==> src/hw/rtl/mvm_pkg.sv <==
package mvm_pkg;

  localparam logic OP_LOAD   = 1'b0;
  localparam logic OP_MATRIX = 1'b1;

  localparam logic CFG_NUM_COLS = 1'b0;
  localparam logic CFG_NUM_ROWS = 1'b1;

  localparam logic [10:0] NUM_COLS_RESET = 11'd1024;
  localparam logic [15:0] NUM_ROWS_RESET = 16'd1024;

  localparam int ACC_BITS  = 48;
  localparam int FRAC_BITS = 16;

  localparam int QUEUE_DEPTH = 4;
  localparam int QUEUE_PTR_W = 2;

  typedef struct packed {
    logic               op;
    logic [9:0]         vec_index;
    logic signed [31:0] data_value;
    logic signed [31:0] prior_sum;
  } in_item_t;

  typedef struct packed {
    logic signed [31:0] row_sum;
    logic [15:0]        row_number;
    logic               saturated;
  } out_item_t;

  typedef struct packed {
    logic [10:0] num_cols;
    logic [15:0] num_rows;
  } cfg_t;

  // one matrix element on its way to the multiply-accumulate unit
  typedef struct packed {
    logic [31:0] x;
    logic [31:0] a;
    logic [31:0] prior;
    logic        first;
    logic        last;
    logic [15:0] row;
  } mvm_task_t;

  typedef struct packed {
    logic full;
    logic empty;
  } q_status_t;

endpackage

==> src/hw/rtl/mvm_queue.sv <==
module mvm_queue import mvm_pkg::*; (
  input  logic      clk,
  input  logic      rst_n,
  input  logic      push,
  input  mvm_task_t push_data,
  input  logic      pop,
  output mvm_task_t pop_data,
  output q_status_t q_status
);

  mvm_task_t slots [QUEUE_DEPTH];

  logic [QUEUE_PTR_W-1:0] wr_ptr_r, rd_ptr_r;
  logic [QUEUE_PTR_W:0]   count_r, count_nxt;

  assign q_status.full  = (count_r == (QUEUE_PTR_W+1)'(QUEUE_DEPTH));
  assign q_status.empty = (count_r == '0);
  assign pop_data       = slots[rd_ptr_r];

  always_comb begin
    count_nxt = count_r;
    if (push && !pop) begin
      count_nxt = count_r + (QUEUE_PTR_W+1)'(1);
    end else if (pop && !push) begin
      count_nxt = count_r - (QUEUE_PTR_W+1)'(1);
    end
  end

  always_ff @(posedge clk) begin
    if (!rst_n) begin
      wr_ptr_r <= '0;
      rd_ptr_r <= '0;
      count_r  <= '0;
    end else begin
      if (push) begin
        wr_ptr_r <= wr_ptr_r + QUEUE_PTR_W'(1);
      end
      if (pop) begin
        rd_ptr_r <= rd_ptr_r + QUEUE_PTR_W'(1);
      end
      count_r <= count_nxt;
    end
  end

  always_ff @(posedge clk) begin
    if (push) begin
      slots[wr_ptr_r] <= push_data;
    end
  end

endmodule

==> config.mk <==
export PLATFORM = sky130hd
export DESIGN_NAME = mvm_queue
export DESIGN_NICKNAME = d
export VERILOG_FILES = /design/src/hw/rtl/mvm_pkg.sv /design/src/hw/rtl/mvm_queue.sv
export SDC_FILE = /design/constraint.sdc
export NUM_CORES = 1
export LEC_CHECK = 0
export BUFFER_PORTS_ARGS = -buffer_cell sky130_fd_sc_hd__buf_2
export CORE_MARGIN = 2
export CORE_UTILIZATION = 32
export DETAILED_ROUTE_END_ITERATION = 16
export PLACE_DENSITY = 0.55
export SETUP_SLACK_MARGIN = 0.05
export SYNTH_ARGS = -nofsm -noshare
export SYNTH_HDL_FRONTEND = slang
export SYNTH_SLANG_ARGS = --single-unit
==> constraint.sdc <==
create_clock -name clk -period 5.05 [get_ports clk]
set_input_delay 1.01 -clock clk [delete_from_list [all_inputs] [get_ports clk]]
set_output_delay 1.01 -clock clk [all_outputs]
set_load 0.01 [all_outputs]
==> metrics.txt <==
DR iter-0 viols=480; GP Congestion=0.669; Tmin final=3.52 ns; Via density=4.62; Gate Count Post-Synth=639; final hold violations=0; vias in the first global route=7880; full die area=0.0547 mm²; # Post-CTS Setup Buffers=0; WS Path Type=flip-flop to primary output; TNS Setup=0 ns; initial core utilization=32.2%; Avg Cell Area, Syn=26.5 µm²; clk slew on worst S/H paths=0.06 ns; Die Ht=234 µm; Commonest cells post-synth=edfxtp_1 (456), mux4_2 (114), buf_2 (13); Pins Over Slew Limit=0; Synth cell types=21; I/O pins=234; Synth top area share=81.0%; CP Data Required Time=4.04 ns; Synth Flop Type=edfxtp_1; DRC=0; Antenna diodes=0; # Max-Cap Violations=0; Routed WL=34.2 mm; GRT Total Usage=12.3%; Mapped Nets=763; total core area=0.0524 mm²; VDD IR-drop max=0.000261 V; CTS buffer count=50; largest net degree at the start of global routing=70; Syn-to-layout area delta=21.8%; vias post-DR=7582; Clk Latency, worst-skew pair=0.58 ns; RSZ-0062 raised after global routing=false; initial antenna violation count=7; PortBufs=233; drt first pass iters=7; first-pass GRT wire length=49.7 mm; Yosys top cell by area=edfxtp_1; CP arrival=2.51 ns; layout cells sized above 1=46.3%; synthesis warning total=0; filler instances=4676; type of the worst min-delay path=flip-flop to flip-flop; Setup violations, final=0; root buffer cell=clkbuf_16; CP Launch Type=flip-flop; ranking of synthesized cells by area=edfxtp_1 (81%), mux4_2 (15%), dfxtp_1 (1.1%); DP HPWL=19.6 mm; Post-CTS Hold Fix Bufs=0; ANT nets after route=0; Seq/Total Area, Yosys=82.1%; drt wl/cell=20.8 µm; Die X=234 µm; critical path peak fanout=69; Post-synth ARST share=0%; top-count cell post-synth=edfxtp_1; status=finished, final reports clean; gr ovfl total=0; Worst setup EP type=primary output; Clock Tree Buf Depth=3; #FFs+latches synth=465; CTS sink count=465; Mapped Area=0.0169 mm²; row cnt=84; hold slack=0.512 ns; CTS tree=yes; FMAX=284 MHz; Layout Skew=0.0186 ns; Tightest Pin Transition=0.930 ns; post_cts resized=0; Post-synth EDFFs=456; worst reg-to-reg setup slack=2.88 ns; max_slew headroom=38.0%; pwr/cell area=435 mW/mm²; htree depth=2; Leak=0.00684 µW; Tcrit/Tclk final=69.8%; fin nets=1036
==> per-layer routing <==
metal  global-route usage [%]  routed length (µm)  vias up
met5                        0                  85        -
met1                     16.6               15100     3973
met3                     4.43                2590       69
li1                         -                   -     3311
met2                     18.9               15800      215
met4                     3.58                 640       14
==> cell usage in the layout (no fill, tap or decap), drive strengths merged, types with 3 or more instances in the layout <==
cell      count
bufinv        5
edfxtp      456
dfxtp         9
inv           5
and2          9
clkbuf       61
ha            5
xor2          3
clkinvlp      5
mux4        114
clkinv       22
buf         247
==> registers in the layout (all words and copies together) (netlist names), named ones only <==
register / cells
wr_ptr_r: 2
slots: 456
count_r: 3
rd_ptr_r: 2
==> cell type report <==
cell class / instances / area [µm²] / area share (%)
clock buffers: 61 / 1380 / 6.68
clock inverters: 33 / 298 / 1.45
inverters: 4 / 15.0 / 0.0729
multi-input cells: 144 / 2830 / 13.7
flip-flops and latches: 465 / 13900 / 67.4
well taps: 688 / 861 / 4.18
repair buffers: 247 / 1330 / 6.48
==> critical path, cell delays in order, from the launching register on <==
cell     delay [ns]
dfxtp_4        0.83
buf_12         0.48
mux4_2         0.41
buf_2          0.16
==> report_power, final <==
part,internal (µW),total (µW),switching [µW]
clock network,2190,3660,1470
logic,366,801,434
registers,4430,4490,57.6
==> final timing paths <==
kind | from | end | cells after the start
hold reg to reg | count_r[2] | count_r[2] | 2
hold / removal | count_r[2] | count_r[2] | 2
setup / recovery | flip-flop | pop_data[84] | 3
setup reg to reg | wr_ptr_r[0] | slots[3][76] | 3
==> kinds of logic (layout without fill, tap and decap cells) <==
logic type / count (synthesis) / after routing / synth area share [%]
muxes: 116 / 116 / 15.3
and+or+nand+nor: 15 / 15 / 0.540
DFF: 465 / 465 / 82.1
adders and majority gates: 6 / 6 / 0.488
buffers and inverters: 30 / 345 / 1.27
AOI/OAI and AO/OA: 2 / 2 / 0.0740
xor gates and xnor gates: 5 / 5 / 0.259
==> stage by stage <==
step	cell area [µm²]	utilization, %	std cells	setup WS, ns	total power (µW)
global placement	18900	36.1	1548	2.05	5390
detailed placement	18900	36.1	1548	2.07	5400
finish	20600	39.3	1642	1.53	8950
global route	20600	39.3	1642	1.39	9300
floorplan	16900	-	639	0.933	5050
CTS	20600	39.3	1642	1.41	9090
No activity file was read; power rests on OpenSTA's default activity.
