==> src/hw/rtl/mvm_pkg.sv <==
package mvm_pkg;

  localparam logic OP_LOAD   = 1'b0;
  localparam logic OP_MATRIX = 1'b1;

  localparam logic CFG_NUM_COLS = 1'b0;
  localparam logic CFG_NUM_ROWS = 1'b1;

  localparam logic [10:0] NUM_COLS_RESET = 11'd1024;
  localparam logic [15:0] NUM_ROWS_RESET = 16'd1024;

  localparam int ACC_BITS  = 48;
  localparam int FRAC_BITS = 16;

  localparam int QUEUE_DEPTH = 4;
  localparam int QUEUE_PTR_W = 2;

  typedef struct packed {
    logic               op;
    logic [9:0]         vec_index;
    logic signed [31:0] data_value;
    logic signed [31:0] prior_sum;
  } in_item_t;

  typedef struct packed {
    logic signed [31:0] row_sum;
    logic [15:0]        row_number;
    logic               saturated;
  } out_item_t;

  typedef struct packed {
    logic [10:0] num_cols;
    logic [15:0] num_rows;
  } cfg_t;

  // one matrix element on its way to the multiply-accumulate unit
  typedef struct packed {
    logic [31:0] x;
    logic [31:0] a;
    logic [31:0] prior;
    logic        first;
    logic        last;
    logic [15:0] row;
  } mvm_task_t;

  typedef struct packed {
    logic full;
    logic empty;
  } q_status_t;

endpackage

==> src/hw/rtl/mvm_back.sv <==
module mvm_back import mvm_pkg::*; #(
  parameter int VALUE_BITS = 32
) (
  input  logic      clk,
  input  logic      rst_n,
  input  mvm_task_t task_in,
  input  q_status_t q_status,
  output logic      pop,
  output logic      out_valid,
  input  logic      out_stall,
  output out_item_t out_item
);

  localparam longint SAT_HI_L = (64'sd1 <<< (VALUE_BITS - 1)) - 64'sd1;
  localparam logic signed [ACC_BITS-1:0] SAT_HI = ACC_BITS'(SAT_HI_L);
  localparam logic signed [ACC_BITS-1:0] SAT_LO = -SAT_HI - ACC_BITS'(1);

  logic adv;

  // multiply stage
  logic                           m_valid_r;
  logic signed [2*VALUE_BITS-1:0] prod_r;
  logic signed [VALUE_BITS-1:0]   m_prior_r;
  logic                           m_first_r, m_last_r;
  logic [15:0]                    m_row_r;

  // accumulate stage
  logic signed [ACC_BITS-1:0] acc_r, acc_nxt;
  logic                       sum_valid_r;
  logic [15:0]                sum_row_r;

  // output register
  logic      out_valid_r;
  out_item_t out_item_r;

  logic signed [VALUE_BITS-1:0] a_v, x_v;
  logic signed [63:0]           p64, rnd;
  logic signed [ACC_BITS-1:0]   term, prior_ext, base;
  logic signed [ACC_BITS-1:0]   clip;
  logic                         sat;

  assign adv = !(out_valid_r && out_stall);
  assign pop = adv && !q_status.empty;

  assign a_v = task_in.a[VALUE_BITS-1:0];
  assign x_v = task_in.x[VALUE_BITS-1:0];

  // round half up from Q32.32 to Q32.16
  assign p64       = 64'(prod_r);
  assign rnd       = p64 + (64'sd1 <<< (FRAC_BITS - 1));
  assign term      = rnd[63:FRAC_BITS];
  assign prior_ext = ACC_BITS'(m_prior_r);
  assign base      = m_first_r ? prior_ext : acc_r;
  assign acc_nxt   = base + term;

  always_comb begin
    clip = acc_r;
    sat  = 1'b0;
    if (acc_r > SAT_HI) begin
      clip = SAT_HI;
      sat  = 1'b1;
    end else if (acc_r < SAT_LO) begin
      clip = SAT_LO;
      sat  = 1'b1;
    end
  end

  always_ff @(posedge clk) begin
    if (!rst_n) begin
      m_valid_r   <= 1'b0;
      sum_valid_r <= 1'b0;
      out_valid_r <= 1'b0;
      acc_r       <= '0;
    end else if (adv) begin
      m_valid_r   <= pop;
      sum_valid_r <= m_valid_r && m_last_r;
      out_valid_r <= sum_valid_r;
      if (m_valid_r) begin
        acc_r <= acc_nxt;
      end
    end
  end

  always_ff @(posedge clk) begin
    if (adv) begin
      if (pop) begin
        prod_r    <= a_v * x_v;
        m_prior_r <= task_in.prior[VALUE_BITS-1:0];
        m_first_r <= task_in.first;
        m_last_r  <= task_in.last;
        m_row_r   <= task_in.row;
      end
      if (m_valid_r) begin
        sum_row_r <= m_row_r;
      end
      if (sum_valid_r) begin
        out_item_r.row_sum    <= 32'(clip);
        out_item_r.row_number <= sum_row_r;
        out_item_r.saturated  <= sat;
      end
    end
  end

  assign out_valid = out_valid_r;
  assign out_item  = out_item_r;

endmodule

==> config.mk <==
export PLATFORM = sky130hd
export DESIGN_NAME = mvm_back
export DESIGN_NICKNAME = d
export VERILOG_FILES = /design/src/hw/rtl/mvm_pkg.sv /design/src/hw/rtl/mvm_back.sv
export SDC_FILE = /design/constraint.sdc
export NUM_CORES = 2
export LEC_CHECK = 0
export BUFFER_PORTS_ARGS = -buffer_cell sky130_fd_sc_hd__buf_2
export CAP_MARGIN = 5
export CORE_UTILIZATION = 70
export CTS_CLUSTER_DIAMETER = 200
export CTS_CLUSTER_SIZE = 24
export DETAILED_ROUTE_END_ITERATION = 16
export PLACE_DENSITY = 0.95
export SETUP_SLACK_MARGIN = 0.1
export SYNTH_ARGS = -nofsm -noshare
export SYNTH_HDL_FRONTEND = slang
export SYNTH_SLANG_ARGS = --single-unit
==> constraint.sdc <==
create_clock -name clk -period 16.45 [get_ports clk]
set_input_delay 0.8225 -clock clk [delete_from_list [all_inputs] [get_ports clk]]
set_output_delay 0.8225 -clock clk [all_outputs]
set_load 0.02 [all_outputs]
==> flow_summary.ini <==
[run_status]
status = complete, no violations

[routing]
first_pass_iters = 8
routed_wirelength_mm = 124
drc = 0
post_dr_vias_cell = 6.20
antenna_left = 0
routed-via-count = 34000
routed_wire_length_per_instance_um = 22.5
drtIter0Drc = 3584

[clock_network]
cts_max_path_buffers = 3
cts_htree_levels = 1
clockRootBuffer = sky130_fd_sc_hd__clkbuf_16
tritoncts_clock_tree = yes
cts-buffers-inserted = 12
clk_pin_slew_ns = 0.09
ctsResizeCount = 0
total_setup_buffers_inserted_after_cts = 0
worst_skew_pair.late_latency_ns = 0.48
tritoncts_num_sinks = 215
number_of_buffers_inserted_for_hold_repair_after_clock_tree_synthesis = 0

[worst_setup_path]
setup.worst_path.start_class = input pin
timing_worst_setup_path_type = in2reg
endpoint_kind = flip-flop
ff2ff_setup_slack_ns = 11.39
worstPathRequired_ns = 16.67
timing.reg2reg.worst_path_depth = 21
biggest_fanout_along_the_worst_timing_path = 32
cp.arrival_ns = 9.44

[sta]
timing.final.crit_period_ns = 9.22
max_freq_mhz = 108
setup-tns-final_ns = 0
min_period_over_period_pct = 56.1
finClkSkew_ns = 0.0187
report.final.hold_viol_count = 0
rel_slew_slack_pct = 22.2
setup_viol = 0
grt_setup_unrepaired = false
drv_slew = 0
worst_slew_pin_slew_ns = 1.17
fin_worst_hold_slack_ns = 0.426

[floorplan]
chipWidth_um = 259
num_io_pins = 170
die_height_um = 259
std_cell_rows = 93
dieArea_sq_mm = 0.0669
core_region_area_sq_mm = 0.0648
starting_utilization_of_the_core_area_pct = 71.1

[synthesis]
syn_area_sq_mm = 0.0461
synth.lib_cells_used.distinct = 77
synthesis.instances = 4649
postSynth.topFlopCell = sky130_fd_sc_hd__edfxtp_1
yosys_warnings = 0
synth_sequential_area_ratio_pct = 12.9
avg_cell_area_syn_sq_um = 9.91
synth-seq-cells = 215
syn-num-nets = 6078
synth_async_reset_ratio_pct = 0
synth_edf_count = 164

[cells_and_area]
layout.cells.most_common_list = 1082 x sky130_fd_sc_hd__fa_1, 988 x sky130_fd_sc_hd__inv_1, 589 x sky130_fd_sc_hd__nand2_1
num-nets-final = 6048
layout.cell_area.non_filler_sq_mm = 0.0477
final_common_cell = sky130_fd_sc_hd__fa_1
layout.core_utilization_pct = 73.5
area_growth_syn_to_layout_pct = 3.41
layout-drive-gt1-share_pct = 5.79

[global_routing]
globalRouteTotalUtil_pct = 38.5
grt_max_degree = 79
antenna_found_initial = 4
grt_pass1_wl_mm = 198
number_of_global_route_vias_before_repair = 38300
globalRouteOverflowTotal = 0

[worst_hold_path]
worstHoldPathType = reg2reg
min_path_cells = 0

[placed_design]
placed_area_sq_mm = 0.0473
detailedPlacementHpwl_mm = 94.2
gpl.final_weighted_congestion = 0.937
placement.io_buffers = 168

[job]
maxCapViolCount = 0
## metrics by stage
step	worst slack (ns)	instances
floorplan	8.34	4649
global placement	7.06	5460
detailed placement	6.78	5460
CTS	7.29	5480
global route	6.91	5481
finish	7.23	5483
## final timing paths
| check | start | to |
|---|---|---|
| max | task_in[81] | p64[62] |
| max reg2reg | p64[17] | acc_r[45] |
| min reg2reg | m_row_r[11] | sum_row_r[11] |
| min | m_row_r[11] | sum_row_r[11] |
## state kept, by name, indices dropped and copies added, names as in the netlist, 16 cells and up
register / count
out_item: 49
p64: 49
acc_r: 48
m_prior_r: 32
m_row_r: 16
sum_row_r: 16
## cells in the mapped netlist (4+ instances only)
cell	instances	share of area, %
sky130_fd_sc_hd__fa_1	1082	47
sky130_fd_sc_hd__inv_1	988	8.0
sky130_fd_sc_hd__nand2_1	590	4.8
sky130_fd_sc_hd__and2_1	544	7.4
sky130_fd_sc_hd__ha_1	228	6.2
sky130_fd_sc_hd__clkbuf_1	222	1.8
sky130_fd_sc_hd__edfxtp_1	164	11
sky130_fd_sc_hd__xnor2_1	100	1.9
sky130_fd_sc_hd__a21o_1	89	1.4
sky130_fd_sc_hd__o21ai_0	79	0.86
sky130_fd_sc_hd__a21oi_1	67	0.73
sky130_fd_sc_hd__nor2_1	66	0.54
sky130_fd_sc_hd__dfxtp_1	51	2.2
sky130_fd_sc_hd__xor2_1	43	0.82
sky130_fd_sc_hd__nand3_1	38	0.41
sky130_fd_sc_hd__mux2_2	31	0.76
sky130_fd_sc_hd__and3_1	20	0.27
sky130_fd_sc_hd__nand4_1	19	0.26
sky130_fd_sc_hd__nor3_1	17	0.18
sky130_fd_sc_hd__nor2b_1	16	0.22
sky130_fd_sc_hd__o21a_1	16	0.26
sky130_fd_sc_hd__nand2b_1	14	0.19
sky130_fd_sc_hd__a31oi_1	12	0.16
sky130_fd_sc_hd__o211ai_1	12	0.20
sky130_fd_sc_hd__o21bai_1	10	0.16
sky130_fd_sc_hd__a211oi_1	9	0.15
sky130_fd_sc_hd__a211o_1	7	0.13
sky130_fd_sc_hd__buf_1	7	0.057
sky130_fd_sc_hd__and4_1	6	0.11
sky130_fd_sc_hd__o211a_1	6	0.13
sky130_fd_sc_hd__o31ai_1	6	0.098
sky130_fd_sc_hd__a21oi_2	5	0.095
sky130_fd_sc_hd__nand4b_1	5	0.095
sky130_fd_sc_hd__o21ai_1	5	0.054
sky130_fd_sc_hd__a21boi_0	4	0.065
sky130_fd_sc_hd__nand3b_1	4	0.065
sky130_fd_sc_hd__nor4_1	4	0.054
sky130_fd_sc_hd__o22ai_1	4	0.054
sky130_fd_sc_hd__or3_1	4	0.054
## cell families after synthesis
family / after synthesis / share of synthesized area [%]
compound gates: 363 / 5.36
xor+xnor: 144 / 2.75
fa+ha+maj: 1310 / 53.2
buf+inv: 1219 / 9.93
flops: 215 / 12.9
mux: 31 / 0.757
simple gates: 1367 / 15.1
## layer usage
metal / track usage (%) / part of all wire, % / up-vias
met1: 45.8 / 32 / 16800
met2: 62.9 / 47 / 2570
li1: - / - / 13800
met4: 23.0 / 7.2 / 2
met3: 10.7 / 13 / 839
met5: 0 / 0.011 / -
## worst max-delay path, stage by stage
cell and delay (ns):
sky130_fd_sc_hd__buf_2 0.61, sky130_fd_sc_hd__nand2_1 0.29, sky130_fd_sc_hd__inv_1 0.15, sky130_fd_sc_hd__fa_1 0.39
sky130_fd_sc_hd__inv_1 0.30, sky130_fd_sc_hd__fa_1 0.50, sky130_fd_sc_hd__inv_1 0.27, sky130_fd_sc_hd__fa_1 0.52
sky130_fd_sc_hd__fa_1 0.95, sky130_fd_sc_hd__inv_1 0.46, sky130_fd_sc_hd__fa_1 0.60, sky130_fd_sc_hd__inv_1 0.05
sky130_fd_sc_hd__fa_1 0.52, sky130_fd_sc_hd__inv_1 0.05, sky130_fd_sc_hd__fa_1 0.45, sky130_fd_sc_hd__fa_1 0.51
sky130_fd_sc_hd__inv_1 0.04, sky130_fd_sc_hd__ha_1 0.19, sky130_fd_sc_hd__a211oi_1 0.25, sky130_fd_sc_hd__and4b_1 0.30
sky130_fd_sc_hd__o211ai_1 0.20, sky130_fd_sc_hd__a31oi_4 0.26, sky130_fd_sc_hd__o21ai_2 0.12, sky130_fd_sc_hd__a21oi_2 0.21
sky130_fd_sc_hd__o21ai_1 0.14, sky130_fd_sc_hd__a21oi_2 0.17, sky130_fd_sc_hd__xnor2_1 0.08
## layout make-up
type                            instances  area (sq um)
Fill cell                            3980         17100
Tap cell                              855          1070
Timing Repair Buffer                  187           983
Clock buffer                           20           352
Antenna cell                            3          7.51
Multi-Input combinational cell       3215         35600
Inverter                              988          3710
Sequential cell                       215          5950
Power is not shown: default switching activity piles up to over one toggle a cycle in this logic, so the estimate is an artifact.
